### src/hbridge_pwm_command_mapper_unit_defines.svh
// Assertion macros shared by the H-bridge command mapper RTL.
// Included by every module that carries concurrent checks; depends on nothing.
`ifndef HBRIDGE_PWM_COMMAND_MAPPER_UNIT_DEFINES_SVH
`define HBRIDGE_PWM_COMMAND_MAPPER_UNIT_DEFINES_SVH

`ifndef NO_ASSERTIONS

// Same-cycle implication, checked outside reset.
`define HPCM_ASSERT_NOW(label, clk, rst_n, pre, post) \
  label: assert property (@(posedge clk) disable iff (!rst_n) (pre) |-> (post)) \
    else $error("hpcm check failed");

// Next-cycle implication, checked outside reset.
`define HPCM_ASSERT_NEXT(label, clk, rst_n, pre, post) \
  label: assert property (@(posedge clk) disable iff (!rst_n) (pre) |=> (post)) \
    else $error("hpcm check failed");

`else

`define HPCM_ASSERT_NOW(label, clk, rst_n, pre, post)
`define HPCM_ASSERT_NEXT(label, clk, rst_n, pre, post)

`endif

`endif

### src/hpcm_pkg.sv
// Shared constants, codes and types of the H-bridge command mapper.
// No dependencies; used by hpcm_serdiv and the top level.
`default_nettype none

package hpcm_pkg;

  // Command scale and PWM resolution.
  localparam int FULL_SCALE       = 400;
  localparam int PWM_DUTY_SCALE   = 1024;
  localparam int HALF_SCALE       = FULL_SCALE / 2;
  localparam int MOTOR_COUNT_DEF  = 4;

  // Field widths.
  localparam int CMD_W  = 9;   // command magnitude, 0..FULL_SCALE
  localparam int REQ_W  = 10;  // signed request and mapped duty
  localparam int TICK_W = 11;  // PWM ticks, 0..PWM_DUTY_SCALE

  // Bit-serial divider geometry: quotient bits, divisor bits, dividend bits.
  localparam int DIV_Q_W = TICK_W;
  localparam int DIV_D_W = CMD_W;
  localparam int DIV_N_W = DIV_Q_W + DIV_D_W;
  localparam int DIV_C_W = $clog2(DIV_Q_W + 1);

  // Configuration register indexes.
  localparam logic REG_MIN_DUTY = 1'b0;
  localparam logic REG_DEADBAND = 1'b1;

  // Reset values of the configuration registers.
  localparam logic [CMD_W-1:0] MIN_DUTY_RST = CMD_W'(144);
  localparam logic [CMD_W-1:0] DEADBAND_RST = CMD_W'(0);

  // Pin codes reported on pwm_pin.
  localparam logic [1:0] PIN_NONE = 2'd0;
  localparam logic [1:0] PIN_A    = 2'd1;
  localparam logic [1:0] PIN_B    = 2'd2;

  // Operation codes.
  typedef enum logic [1:0] {
    OP_SET  = 2'd0,
    OP_STOP = 2'd1,
    OP_READ = 2'd2
  } op_e;

  // Divider request and response.
  typedef struct packed {
    logic               start;
    logic [DIV_N_W-1:0] num;
    logic [DIV_D_W-1:0] den;
  } div_req_t;

  typedef struct packed {
    logic               done;
    logic [DIV_Q_W-1:0] quot;
  } div_rsp_t;

endpackage

`default_nettype wire

### src/hpcm_serdiv.sv
// Bit-serial restoring divider of the H-bridge command mapper.
// Depends on hpcm_pkg and the shared assertion macro header.
`default_nettype none
`include "hbridge_pwm_command_mapper_unit_defines.svh"

module hpcm_serdiv (
  input  wire logic              clk_i,
  input  wire logic              rst_ni,
  input  wire hpcm_pkg::div_req_t req_i,
  output      hpcm_pkg::div_rsp_t rsp_o
);

  localparam int QW = hpcm_pkg::DIV_Q_W;
  localparam int DW = hpcm_pkg::DIV_D_W;
  localparam int CW = hpcm_pkg::DIV_C_W;

  logic [DW-1:0] rem_q, rem_d;
  logic [QW-1:0] sh_q, sh_d;
  logic [DW-1:0] den_q;
  logic [CW-1:0] cnt_q;
  logic          busy_q;
  logic          done_q;
  logic [DW:0]   trial;
  logic          fits;

  // One quotient bit per cycle: shift the next dividend bit into the remainder.
  // The caller keeps the dividend below the divisor times 2**QW, so the
  // remainder always stays below the divisor.
  always_comb begin
    trial = {rem_q, sh_q[QW-1]};
    fits  = trial >= {1'b0, den_q};
    rem_d = fits ? DW'(trial - {1'b0, den_q}) : trial[DW-1:0];
    sh_d  = {sh_q[QW-2:0], fits};
  end

  // Sequencing and data shift registers.
  always_ff @(posedge clk_i or negedge rst_ni) begin
    if (!rst_ni) begin
      busy_q <= 1'b0;
      done_q <= 1'b0;
      cnt_q  <= '0;
      rem_q  <= '0;
      sh_q   <= '0;
      den_q  <= '0;
    end else begin
      done_q <= 1'b0;
      if (req_i.start) begin
        busy_q <= 1'b1;
        cnt_q  <= CW'(QW);
        rem_q  <= req_i.num[QW+DW-1:QW];
        sh_q   <= req_i.num[QW-1:0];
        den_q  <= req_i.den;
      end else if (busy_q) begin
        rem_q <= rem_d;
        sh_q  <= sh_d;
        cnt_q <= cnt_q - CW'(1);
        if (cnt_q == CW'(1)) begin
          busy_q <= 1'b0;
          done_q <= 1'b1;
        end
      end
    end
  end

  assign rsp_o.done = done_q;
  assign rsp_o.quot = sh_q;

  // The remainder never reaches the divisor while a division runs.
  `HPCM_ASSERT_NOW(a_rem_below_den, clk_i, rst_ni, busy_q, rem_q < den_q)
  // A new division is never launched on top of a running one.
  `HPCM_ASSERT_NOW(a_no_restart, clk_i, rst_ni, req_i.start, !busy_q)
  // Completion is a single-cycle pulse that ends the busy period.
  `HPCM_ASSERT_NEXT(a_done_pulse, clk_i, rst_ni, done_q, !done_q && !busy_q)

endmodule

`default_nettype wire

### src/hbridge_pwm_command_mapper_unit.sv
// Top level of the sign-magnitude H-bridge command mapper.
// Depends on hpcm_pkg and hpcm_serdiv.
`default_nettype none

// A request is taken when start is high and busy is low. A set request outside
// the deadband goes first through ST_MUL, which does the span multiply. Then
// come two passes through the shared bit-serial divider, each made of launch,
// operand load and eleven quotient bits at one bit per cycle. The first pass
// does the deadband mapping and the second the conversion to PWM ticks. A set
// request inside the deadband skips the first pass. Stop, read, unused
// operation codes and out-of-range motors go through ST_RESP straight to their
// result. Each result is shown for exactly one cycle with result_valid_o high
// and cannot be held off; busy drops in the same cycle, so the next request may
// be presented then. Configuration writes are always ready and must only be
// issued while busy is low. MOTOR_COUNT may range from 1 to 4.
module hbridge_pwm_command_mapper_unit #(
  parameter int MOTOR_COUNT = hpcm_pkg::MOTOR_COUNT_DEF
) (
  input  wire logic                      clk_i,
  input  wire logic                      rst_ni,
  // Request side
  input  wire logic                      start,
  output      logic                      busy,
  input  wire logic [1:0]                operation_i,
  input  wire logic [1:0]                motor_i,
  input  wire logic signed [9:0]         request_i,
  input  wire logic                      brake_i,
  // Result side
  output      logic                      result_valid_o,
  output      logic [1:0]                motor_out_o,
  output      logic [1:0]                pwm_pin_o,
  output      logic [10:0]               pwm_duty_o,
  output      logic                      pin_a_level_o,
  output      logic                      pin_b_level_o,
  output      logic signed [9:0]         mapped_duty_o,
  // Configuration write channel
  input  wire logic                      cfg_valid_i,
  output      logic                      cfg_ready_o,
  input  wire logic                      cfg_index_i,
  input  wire logic [8:0]                cfg_data_i
);

  localparam int CW   = hpcm_pkg::CMD_W;
  localparam int RW   = hpcm_pkg::REQ_W;
  localparam int NW   = hpcm_pkg::DIV_N_W;
  localparam int IdxW = (MOTOR_COUNT > 1) ? $clog2(MOTOR_COUNT) : 1;

  localparam logic [CW-1:0] FullCmd = CW'(hpcm_pkg::FULL_SCALE);
  localparam logic [RW-1:0] FullReq = RW'(hpcm_pkg::FULL_SCALE);
  localparam logic [4:0]    MotLim  = 5'(MOTOR_COUNT);

  typedef enum logic [2:0] {
    ST_IDLE,
    ST_MUL,
    ST_MAP,
    ST_TICK,
    ST_RESP
  } state_e;

  state_e            state_q;
  hpcm_pkg::op_e     op_q;
  logic [1:0]        motor_q;
  logic              brake_q;
  logic              neg_q;
  logic              in_range_q;
  logic [CW-1:0]     mag_q;
  logic [CW-1:0]     duty_q;
  logic [CW-1:0]     min_duty_q;
  logic [CW-1:0]     deadband_q;
  logic signed [RW-1:0] store_q [MOTOR_COUNT];

  hpcm_pkg::div_req_t div_req;
  hpcm_pkg::div_rsp_t div_rsp;
  logic              div_start_q;
  logic [NW-1:0]     div_num_q;
  logic [CW-1:0]     div_den_q;

  logic [CW-1:0]     lo_c;
  logic [CW-1:0]     eps_c;
  logic [CW-1:0]     span_in_c;
  logic [CW-1:0]     span_out_c;
  logic [2*CW-1:0]   prod_c;
  logic [RW-1:0]     abs_c;
  logic [CW-1:0]     req_mag_c;
  logic [RW-1:0]     sum_c;
  logic [CW-1:0]     duty_c;
  logic              neg_c;
  logic [RW-1:0]     signed_duty_c;
  logic [IdxW-1:0]   idx_c;
  logic              wr_set;
  logic              wr_stop;

  // Configuration registers.
  assign cfg_ready_o = 1'b1;

  always_ff @(posedge clk_i or negedge rst_ni) begin
    if (!rst_ni) begin
      min_duty_q <= hpcm_pkg::MIN_DUTY_RST;
      deadband_q <= hpcm_pkg::DEADBAND_RST;
    end else if (cfg_valid_i && cfg_ready_o) begin
      case (cfg_index_i)
        hpcm_pkg::REG_MIN_DUTY: min_duty_q <= cfg_data_i;
        hpcm_pkg::REG_DEADBAND: deadband_q <= cfg_data_i;
        default: ;
      endcase
    end
  end

  // Saturated settings and the spans of the deadband mapping.
  always_comb begin
    lo_c       = (min_duty_q > FullCmd) ? FullCmd : min_duty_q;
    eps_c      = (deadband_q >= FullCmd) ? FullCmd - CW'(1) : deadband_q;
    span_in_c  = FullCmd - eps_c;
    span_out_c = FullCmd - lo_c;
    prod_c     = (2*CW)'(mag_q - eps_c) * (2*CW)'(span_out_c);
  end

  // Magnitude of the incoming request, saturated to full scale.
  always_comb begin
    abs_c     = request_i[RW-1] ? RW'(-request_i) : request_i;
    req_mag_c = (abs_c > FullReq) ? FullCmd : abs_c[CW-1:0];
  end

  // Mapped duty once the first division is done, and its signed form.
  always_comb begin
    sum_c         = RW'(lo_c) + RW'(div_rsp.quot[CW-1:0]);
    duty_c        = (sum_c > FullReq) ? FullCmd : sum_c[CW-1:0];
    neg_c         = neg_q && (duty_q != '0);
    signed_duty_c = neg_c ? RW'(-{1'b0, duty_q}) : RW'(duty_q);
  end

  assign idx_c   = IdxW'(motor_q);
  assign wr_set  = (state_q == ST_TICK) && div_rsp.done;
  assign wr_stop = (state_q == ST_RESP) && in_range_q && (op_q == hpcm_pkg::OP_STOP);

  // Stored duty per motor.
  always_ff @(posedge clk_i or negedge rst_ni) begin
    if (!rst_ni) begin
      for (int i = 0; i < MOTOR_COUNT; i++) begin
        store_q[i] <= '0;
      end
    end else if (wr_set) begin
      store_q[idx_c] <= signed_duty_c;
    end else if (wr_stop) begin
      store_q[idx_c] <= '0;
    end
  end

  // Command sequencer with registered result.
  always_ff @(posedge clk_i or negedge rst_ni) begin
    if (!rst_ni) begin
      state_q        <= ST_IDLE;
      op_q           <= hpcm_pkg::OP_SET;
      motor_q        <= '0;
      brake_q        <= 1'b0;
      neg_q          <= 1'b0;
      in_range_q     <= 1'b0;
      mag_q          <= '0;
      duty_q         <= '0;
      div_start_q    <= 1'b0;
      div_num_q      <= '0;
      div_den_q      <= '0;
      result_valid_o <= 1'b0;
      motor_out_o    <= '0;
      pwm_pin_o      <= hpcm_pkg::PIN_NONE;
      pwm_duty_o     <= '0;
      pin_a_level_o  <= 1'b0;
      pin_b_level_o  <= 1'b0;
      mapped_duty_o  <= '0;
    end else begin
      result_valid_o <= 1'b0;
      div_start_q    <= 1'b0;
      case (state_q)
        ST_IDLE: begin
          if (start) begin
            op_q       <= hpcm_pkg::op_e'(operation_i);
            motor_q    <= motor_i;
            brake_q    <= brake_i;
            neg_q      <= request_i[RW-1];
            mag_q      <= req_mag_c;
            in_range_q <= 5'(motor_i) < MotLim;
            if ((5'(motor_i) < MotLim) && (operation_i == hpcm_pkg::OP_SET)) begin
              state_q <= ST_MUL;
            end else begin
              state_q <= ST_RESP;
            end
          end
        end
        ST_MUL: begin
          div_start_q <= 1'b1;
          if (mag_q <= eps_c) begin
            // Inside the deadband: a real stop, converted straight to ticks.
            duty_q    <= '0;
            div_num_q <= NW'(hpcm_pkg::HALF_SCALE);
            div_den_q <= FullCmd;
            state_q   <= ST_TICK;
          end else begin
            div_num_q <= NW'(prod_c);
            div_den_q <= span_in_c;
            state_q   <= ST_MAP;
          end
        end
        ST_MAP: begin
          if (div_rsp.done) begin
            duty_q      <= duty_c;
            div_num_q   <= NW'(duty_c) * NW'(hpcm_pkg::PWM_DUTY_SCALE)
                         + NW'(hpcm_pkg::HALF_SCALE);
            div_den_q   <= FullCmd;
            div_start_q <= 1'b1;
            state_q     <= ST_TICK;
          end
        end
        ST_TICK: begin
          if (div_rsp.done) begin
            result_valid_o <= 1'b1;
            motor_out_o    <= motor_q;
            pwm_pin_o      <= neg_c ? hpcm_pkg::PIN_B : hpcm_pkg::PIN_A;
            pwm_duty_o     <= div_rsp.quot;
            pin_a_level_o  <= 1'b0;
            pin_b_level_o  <= 1'b0;
            mapped_duty_o  <= signed_duty_c;
            state_q        <= ST_IDLE;
          end
        end
        ST_RESP: begin
          result_valid_o <= 1'b1;
          motor_out_o    <= motor_q;
          pwm_pin_o      <= hpcm_pkg::PIN_NONE;
          pwm_duty_o     <= '0;
          pin_a_level_o  <= 1'b0;
          pin_b_level_o  <= 1'b0;
          mapped_duty_o  <= '0;
          if (in_range_q) begin
            case (op_q)
              hpcm_pkg::OP_STOP: begin
                pin_a_level_o <= brake_q;
                pin_b_level_o <= brake_q;
              end
              hpcm_pkg::OP_READ: begin
                mapped_duty_o <= store_q[idx_c];
              end
              default: ;
            endcase
          end
          state_q <= ST_IDLE;
        end
        default: begin
          state_q <= ST_IDLE;
        end
      endcase
    end
  end

  assign busy = (state_q != ST_IDLE);

  // Shared bit-serial divider.
  assign div_req.start = div_start_q;
  assign div_req.num   = div_num_q;
  assign div_req.den   = div_den_q;

  hpcm_serdiv u_serdiv (
    .clk_i  (clk_i),
    .rst_ni (rst_ni),
    .req_i  (div_req),
    .rsp_o  (div_rsp)
  );

endmodule

`default_nettype wire

### config.mk
export PLATFORM = sky130hd
export DESIGN_NAME = hbridge_pwm_command_mapper_unit
export DESIGN_NICKNAME = d
export VERILOG_FILES = /design/src/hpcm_pkg.sv /design/src/hpcm_serdiv.sv /design/src/hbridge_pwm_command_mapper_unit.sv
export VERILOG_INCLUDE_DIRS = /design/src /design/src/src
export SDC_FILE = /design/constraint.sdc
export NUM_CORES = 1
export LEC_CHECK = 0
export BUFFER_PORTS_ARGS = -buffer_cell sky130_fd_sc_hd__buf_2
export CAP_MARGIN = 20
export CELL_PAD_IN_SITES_DETAIL_PLACEMENT = 0
export CELL_PAD_IN_SITES_GLOBAL_PLACEMENT = 1
export CORE_MARGIN = 2
export CORE_UTILIZATION = 45
export CTS_BUF_LIST = sky130_fd_sc_hd__clkbuf_16
export DETAILED_ROUTE_END_ITERATION = 7
export GPL_ROUTABILITY_DRIVEN = 0
export PLACE_DENSITY = 0.75
export SLEW_MARGIN = 15
export SYNTH_ARGS = -nofsm -noshare
export SYNTH_HDL_FRONTEND = slang
export SYNTH_SLANG_ARGS = --single-unit
### constraint.sdc
create_clock -name clk_i -period 11.02 [get_ports clk_i]
set_input_delay 0.551 -clock clk_i [delete_from_list [all_inputs] [get_ports clk_i]]
set_output_delay 0.551 -clock clk_i [all_outputs]
set_load 0.005 [all_outputs]
==> results.cfg, run 1 <==
[floorplanning]
fp-row-count = 61
pin_count = 59
die-area_sq_um = 29700
die_y_um = 172
dieWidth_um = 172
initial_core_util = 0.458
core-area_sq_um = 27900

[yosys]
ys_seq_area_frac = 0.347
avgSynthCellArea_sq_um = 9.33
synth_nets = 1548
ys_types = 72
ys_ff_latch = 177
ys_top_cells_by_area = dfrtp_1, fa_1, ha_1
synth_cells = 1368
yosysWarningCount = 0
netlist_area_sq_um = 12800
synth_top_area_cell = dfrtp_1
synth-async-reset-ratio = 1.00
synth.top_cell.area_share = 0.343
synth_edf_count = 0
synth_ff_type = dfrtp_1

[global_route]
overflow = 0
grt_usage = 0.225
grt_pass1_wl_um = 52200
grt_pass1_vias = 9842
antenna_found_initial = 0
grt_start_max_net_pins = 108

[finish]
multiInputGateArea_sq_um = 7600
antenna_cells = 0
fillers = 2681
syn_to_final_growth_pct = 9.24
layout.nets = 1580
drive_above_1_share = 0.110
register_area_sq_um = 4430

[timing]
hold_ws_ns = 0.214
slew_violations = 0
fin_skew_ns = 0.0107
clock.fmax_ghz = 0.122
tns_ns = 0
rsz0062_at_grt = no
fin_crit_sh = 0.745
finalSetupViolations = 0
fin_crit_ns = 8.21
hold_violations = 0
slew_headroom = 0.316
tightest_slew_ns = 1.01

[detailed_routing]
dr.pass1.iters = 6
wl_um = 31100
drt_iter0_markers = 674
vias = 9630
drc_errors = 0
via_per_inst = 5.38
ant_nets = 0
wl_per_cell_um = 17.4

[job]
cap_violations = 0

[run_status]
outcome = completed

[cts]
cts.sinks = 177
ctsHoldBuffers = 0
path_clk_slew_ns = 0.07
clk-insertion-delay-late_ns = 0.44
clockBufferDepth = 2
cts_tree = built
htree_levels = 4
cts_root_buf = clkbuf_16
cts_inserted_buffers = 17
post_cts_resized = 0
postCtsSetupBuffers = 0

[worst_setup_path]
rr_startpoint = deadband_q[5]
crit_path_max_fanout = 9
path_buf_inv = 5
crit_type = register to register
critPathLaunchType = register
max_stage_delay_ns = 0.72
worstPathRequired_ns = 11.33
crit_top_cell = fa_1
crit_start = deadband_q[5]
cp-end-kind = register
cp_data_arrival_time_ns = 8.52
slowest_stage = xnor2_1
critPathTopFamily = adder cells

[placement]
dp_hpwl_um = 23800
io_buffers = 57

[hold_path]
hp-class = primary input to async pin
[cells by family (layout without fill, tap and decap cells)]
family,count (synthesis),after routing,share of synthesized area
other,1,1,0.000294
AOI/OAI and AO/OA,305,305,0.156
buffers and inverters,188,233,0.0574
adders and majority gates,151,151,0.192
DFF,177,177,0.347
muxes,49,49,0.0508
and+or+nand+nor,428,428,0.149
xor gates and xnor gates,69,69,0.0473
[worst reg2reg max path: cells and delay by family (launching register included)]
family                     cells  cell delay, ns
buffers and inverters          5            0.24
AOI/OAI and AO/OA              7            1.70
xor gates and xnor gates       2            0.91
and+or+nand+nor               10            1.27
adders and majority gates      8            3.54
DFF                            1            0.43
[layout make-up]
type / instances / share of cell area
Clock buffer: 17 / 0.0305
Clock inverter: 15 / 0.0102
Inverter: 135 / 0.0363
Multi-Input combinational cell: 1003 / 0.545
Sequential cell: 177 / 0.318
Tap cell: 378 / 0.0339
Timing Repair Buffer: 66 / 0.0260
[cell usage after synthesis (11+ instances only)]
| library cell | instances |
|---|---|
| a21o_1 | 19 |
| a21oi_1 | 59 |
| and2_1 | 14 |
| clkbuf_1 | 42 |
| dfrtp_1 | 175 |
| fa_1 | 75 |
| ha_1 | 76 |
| inv_1 | 135 |
| mux2_2 | 26 |
| mux2i_1 | 13 |
| nand2_1 | 211 |
| nand2b_1 | 19 |
| nand3_1 | 16 |
| nor2_1 | 90 |
| nor2b_1 | 33 |
| nor3_1 | 16 |
| o21ai_0 | 106 |
| o22a_1 | 11 |
| xnor2_1 | 38 |
| xor2_1 | 31 |
[cells in the final DEF, fill, tap and decap left out, drive strengths merged, types with 5 or more instances in the layout]
cell / netlist / routed
nand2: 211 / 211
dfrtp: 175 / 175
inv: 135 / 144
o21ai: 109 / 109
nor2: 90 / 90
ha: 76 / 76
fa: 75 / 75
buf: 11 / 66
a21oi: 59 / 59
xnor2: 38 / 38
nor2b: 33 / 33
xor2: 31 / 31
mux2: 26 / 26
a21o: 20 / 20
nand2b: 19 / 19
clkbuf: 42 / 17
nand3: 16 / 16
nor3: 16 / 16
and2: 15 / 15
mux2i: 13 / 13
o22a: 11 / 11
a31oi: 11 / 11
o21a: 10 / 10
mux4: 10 / 10
a211oi: 9 / 9
o21bai: 8 / 8
o31ai: 8 / 8
or3: 7 / 7
a22o: 7 / 7
o41ai: 7 / 7
o311ai: 7 / 7
or2: 6 / 6
clkinv: 0 / 6
a21boi: 5 / 5
[path summary, 6_finish.rpt]
kind	slack, ns	cells past startpoint	endpoint
max in group asynchronous	9.33	2	store_q[25]
min reg2reg	0.48	2	div_num_q[6]
max reg2reg	2.81	32	div_num_q[16]
min in group clk_i	0.34	2	idx_c[0]
min	0.21	1	motor_out_o[0]
max	2.81	32	div_num_q[16]
[metal layers]
layer | vias up | track usage | routed length [um]
met1 | 4780 | 0.303 | 14700
met5 | - | 0 | 0
met2 | 162 | 0.382 | 15000
met3 | 23 | 0.0373 | 1020
met4 | 0 | 0.0501 | 451
li1 | 4665 | - | -
[through the flow]
step / util / instance area [sq um] / setup WS, ns / instances
floorplan: - / 12800 / 3.83 / 1368
global placement: 0.480 / 13400 / 3.27 / 1758
detailed placement: 0.480 / 13400 / 2.88 / 1758
CTS: 0.500 / 13900 / 2.87 / 1790
global route: 0.501 / 13900 / 2.39 / 1791
finish: 0.501 / 13900 / 2.81 / 1791
[state kept, by name, indices dropped and copies added, names as in the netlist, 10 cells and up]
register       count
u_serdiv.sh_q     11
mapped_duty_o     10
store_q           40
div_num_q         19
pwm_duty_o        11
Power of run 1 is left out: the tool's default activity adds up to more than one toggle a clock period on the data nets, which glitch-free logic cannot reach.
==> run 2, diff against run 1 <==
==> constraint.sdc (replaced) <==
create_clock -name clk_i -period 7.9 [get_ports clk_i]
set_input_delay 0.395 -clock clk_i [delete_from_list [all_inputs] [get_ports clk_i]]
set_output_delay 0.395 -clock clk_i [all_outputs]
set_load 0.005 [all_outputs]
==> run 2 against run 1 <==
  * Largest cell class unchanged
  * Flip-flop and latch count stayed put
  * Critical path depth rose by 1
  * Critical path type unchanged
  * Sequential share of layout area fell by 0.24 points
  * Fmax increased by 11%
  * Worst hold slack worse by 0.031 ns
  * Die area stayed put
  * Routed wire length increased by 0.98%
  * Global-route usage up 0.14 points
  * First-iteration DRC count rose by 7.3%
  * Final area grew 0.75%
  * Highest routed layer unchanged
  * Worst setup slack got worse by 2.3 ns
==> results.cfg, run 2 (synthesis results as in run 1) <==
[global_route]
grt_pass1_wl_um = 52000
grt_start_max_net_pins = 71
grt_pass1_vias = 9750
overflow = 0
grt_usage = 0.226
antenna_found_initial = 1

[worst_setup_path]
crit_top_cell = fa_1
rr_startpoint = deadband_q[4]
worstPathRequired_ns = 8.25
crit_type = register to register
critPathLaunchType = register
cp-end-kind = register
ff2ff_setup_slack_ns = 0.49
reg2reg_depth = 33
max_stage_delay_ns = 0.55
crit_path_max_fanout = 9
slowest_stage = fa_1
cp_data_arrival_time_ns = 7.76
r2r_end = div_num_q[17]

[floorplanning]
fp-row-count = 61
initial_core_util = 0.458
die-area_sq_um = 29700
core-area_sq_um = 27900
pin_count = 59
die_y_um = 172
dieWidth_um = 172

[timing]
fin_crit_ns = 7.41
slew_violations = 0
fin_crit_sh = 0.938
tightest_slew_ns = 1.05
slew_headroom = 0.303
finalSetupViolations = 0
fin_skew_ns = 0.0168
hold_violations = 0
clock.fmax_ghz = 0.135

[run_status]
outcome = completed

[detailed_routing]
wl_met2_um = 15400
via_per_inst = 5.38
ant_nets = 0
wl_met1_um = 14400
wl_um = 31500
drc_errors = 0
dr.pass1.iters = 4
drt_iter0_markers = 723
wl_per_cell_um = 17.5
wl_met3_um = 1010
routed.top_layer = met4
vias = 9677

[finish]
postLayoutCellArea_sq_um = 14100
instances_no_fill = 1798
syn_to_final_growth_pct = 10.1
antenna_cells = 0
final_cell_mix = nand2_1, dfrtp_1, inv_1, o21ai_0, nor2_1
layout.nets = 1587
largest_reg_flops = 40
final_common_cell = nand2_1
drive_above_1_share = 0.117
largest_registers = store_q (40), div_num_q (19)
fin_util = 0.504
largest_register = store_q

[hold_path]
hp-start = brake_i
holdPathStages = 2
min_to = brake_q
hp-class = primary input to register

[cts]
path_clk_slew_ns = 0.08
cts_inserted_buffers = 17
postCtsSetupBuffers = 0
cts_root_buf = clkbuf_16
cts.sinks = 177
clockBufferDepth = 2
cts_tree = built
clk-insertion-delay-late_ns = 0.44
htree_levels = 4

[placement]
dp.cells = 1765
dpl_cell_area_sq_um = 13400
io_buffers = 57
dp_hpwl_um = 24100

[job]
cap_violations = 0
[run 2: what timing repair did]
item,4_1_cts,5_1_grt
resized for setup,0,5
endpoints found under the setup margin,0,4
endpoints found under the hold margin,63,0
hold buffers,1,0
[run 2: per-layer routing]
metal	vias up	track usage
li1	4696	-
met1	4788	0.299
met2	165	0.393
met3	28	0.0277
met4	0	0.0628
met5	-	0
[run 2: how the worst max path moves through the flow]
| stage | startpoint | to | slack (ns) | cells after the start |
|---|---|---|---|---|
| 2_1_floorplan | deadband_q[4] | div_num_q[17] | 0.71 | 32 |
| 4_1_cts | deadband_q[4] | div_num_q[16] | 0.25 | 29 |
| 5_1_grt | deadband_q[8] | div_num_q[17] | -0.04 | 30 |
| 6_report | deadband_q[4] | div_num_q[17] | 0.49 | 33 |
| 3_3_place_gp | deadband_q[4] | div_num_q[16] | 0.45 | 29 |
| 3_5_place_dp | deadband_q[4] | div_num_q[16] | 0.25 | 29 |
[run 2: per-stage QoR]
stage / setup slack [ns] / setup TNS (ns) / hold slack (ns)
final: 0.493 / 0 / 0.183
after global routing: -0.0443 / -0.0443 / 0.172
after CTS: 0.248 / 0 / 0.163
after detailed placement: 0.252 / 0 / 0.420
after global placement: 0.449 / 0 / 0.424
after floorplan: 0.712 / 0 / 0.0994
[run 2: area by class of cell]
type                    instances  area (sq um)
clock buffers                  17           425
clock inverters                15           169
fillers                      2686         13800
inverters                     135           507
multi-input cells            1003          7630
flip-flops and latches        177          4430
well taps                     378           473
repair buffers                 73           414
[run 2: critical path, delay by kind of cell (launching register included)]
kind,cells,cell delay (ns)
AO/OA/AOI/OAI,7,1.62
adder cells (fa/ha/maj),8,3.52
flip-flops,1,0.43
buffers and inverters,6,0.43
AND/OR/NAND/NOR,10,1.07
XOR/XNOR,2,0.23
Power of run 2 is left out for the same reason.
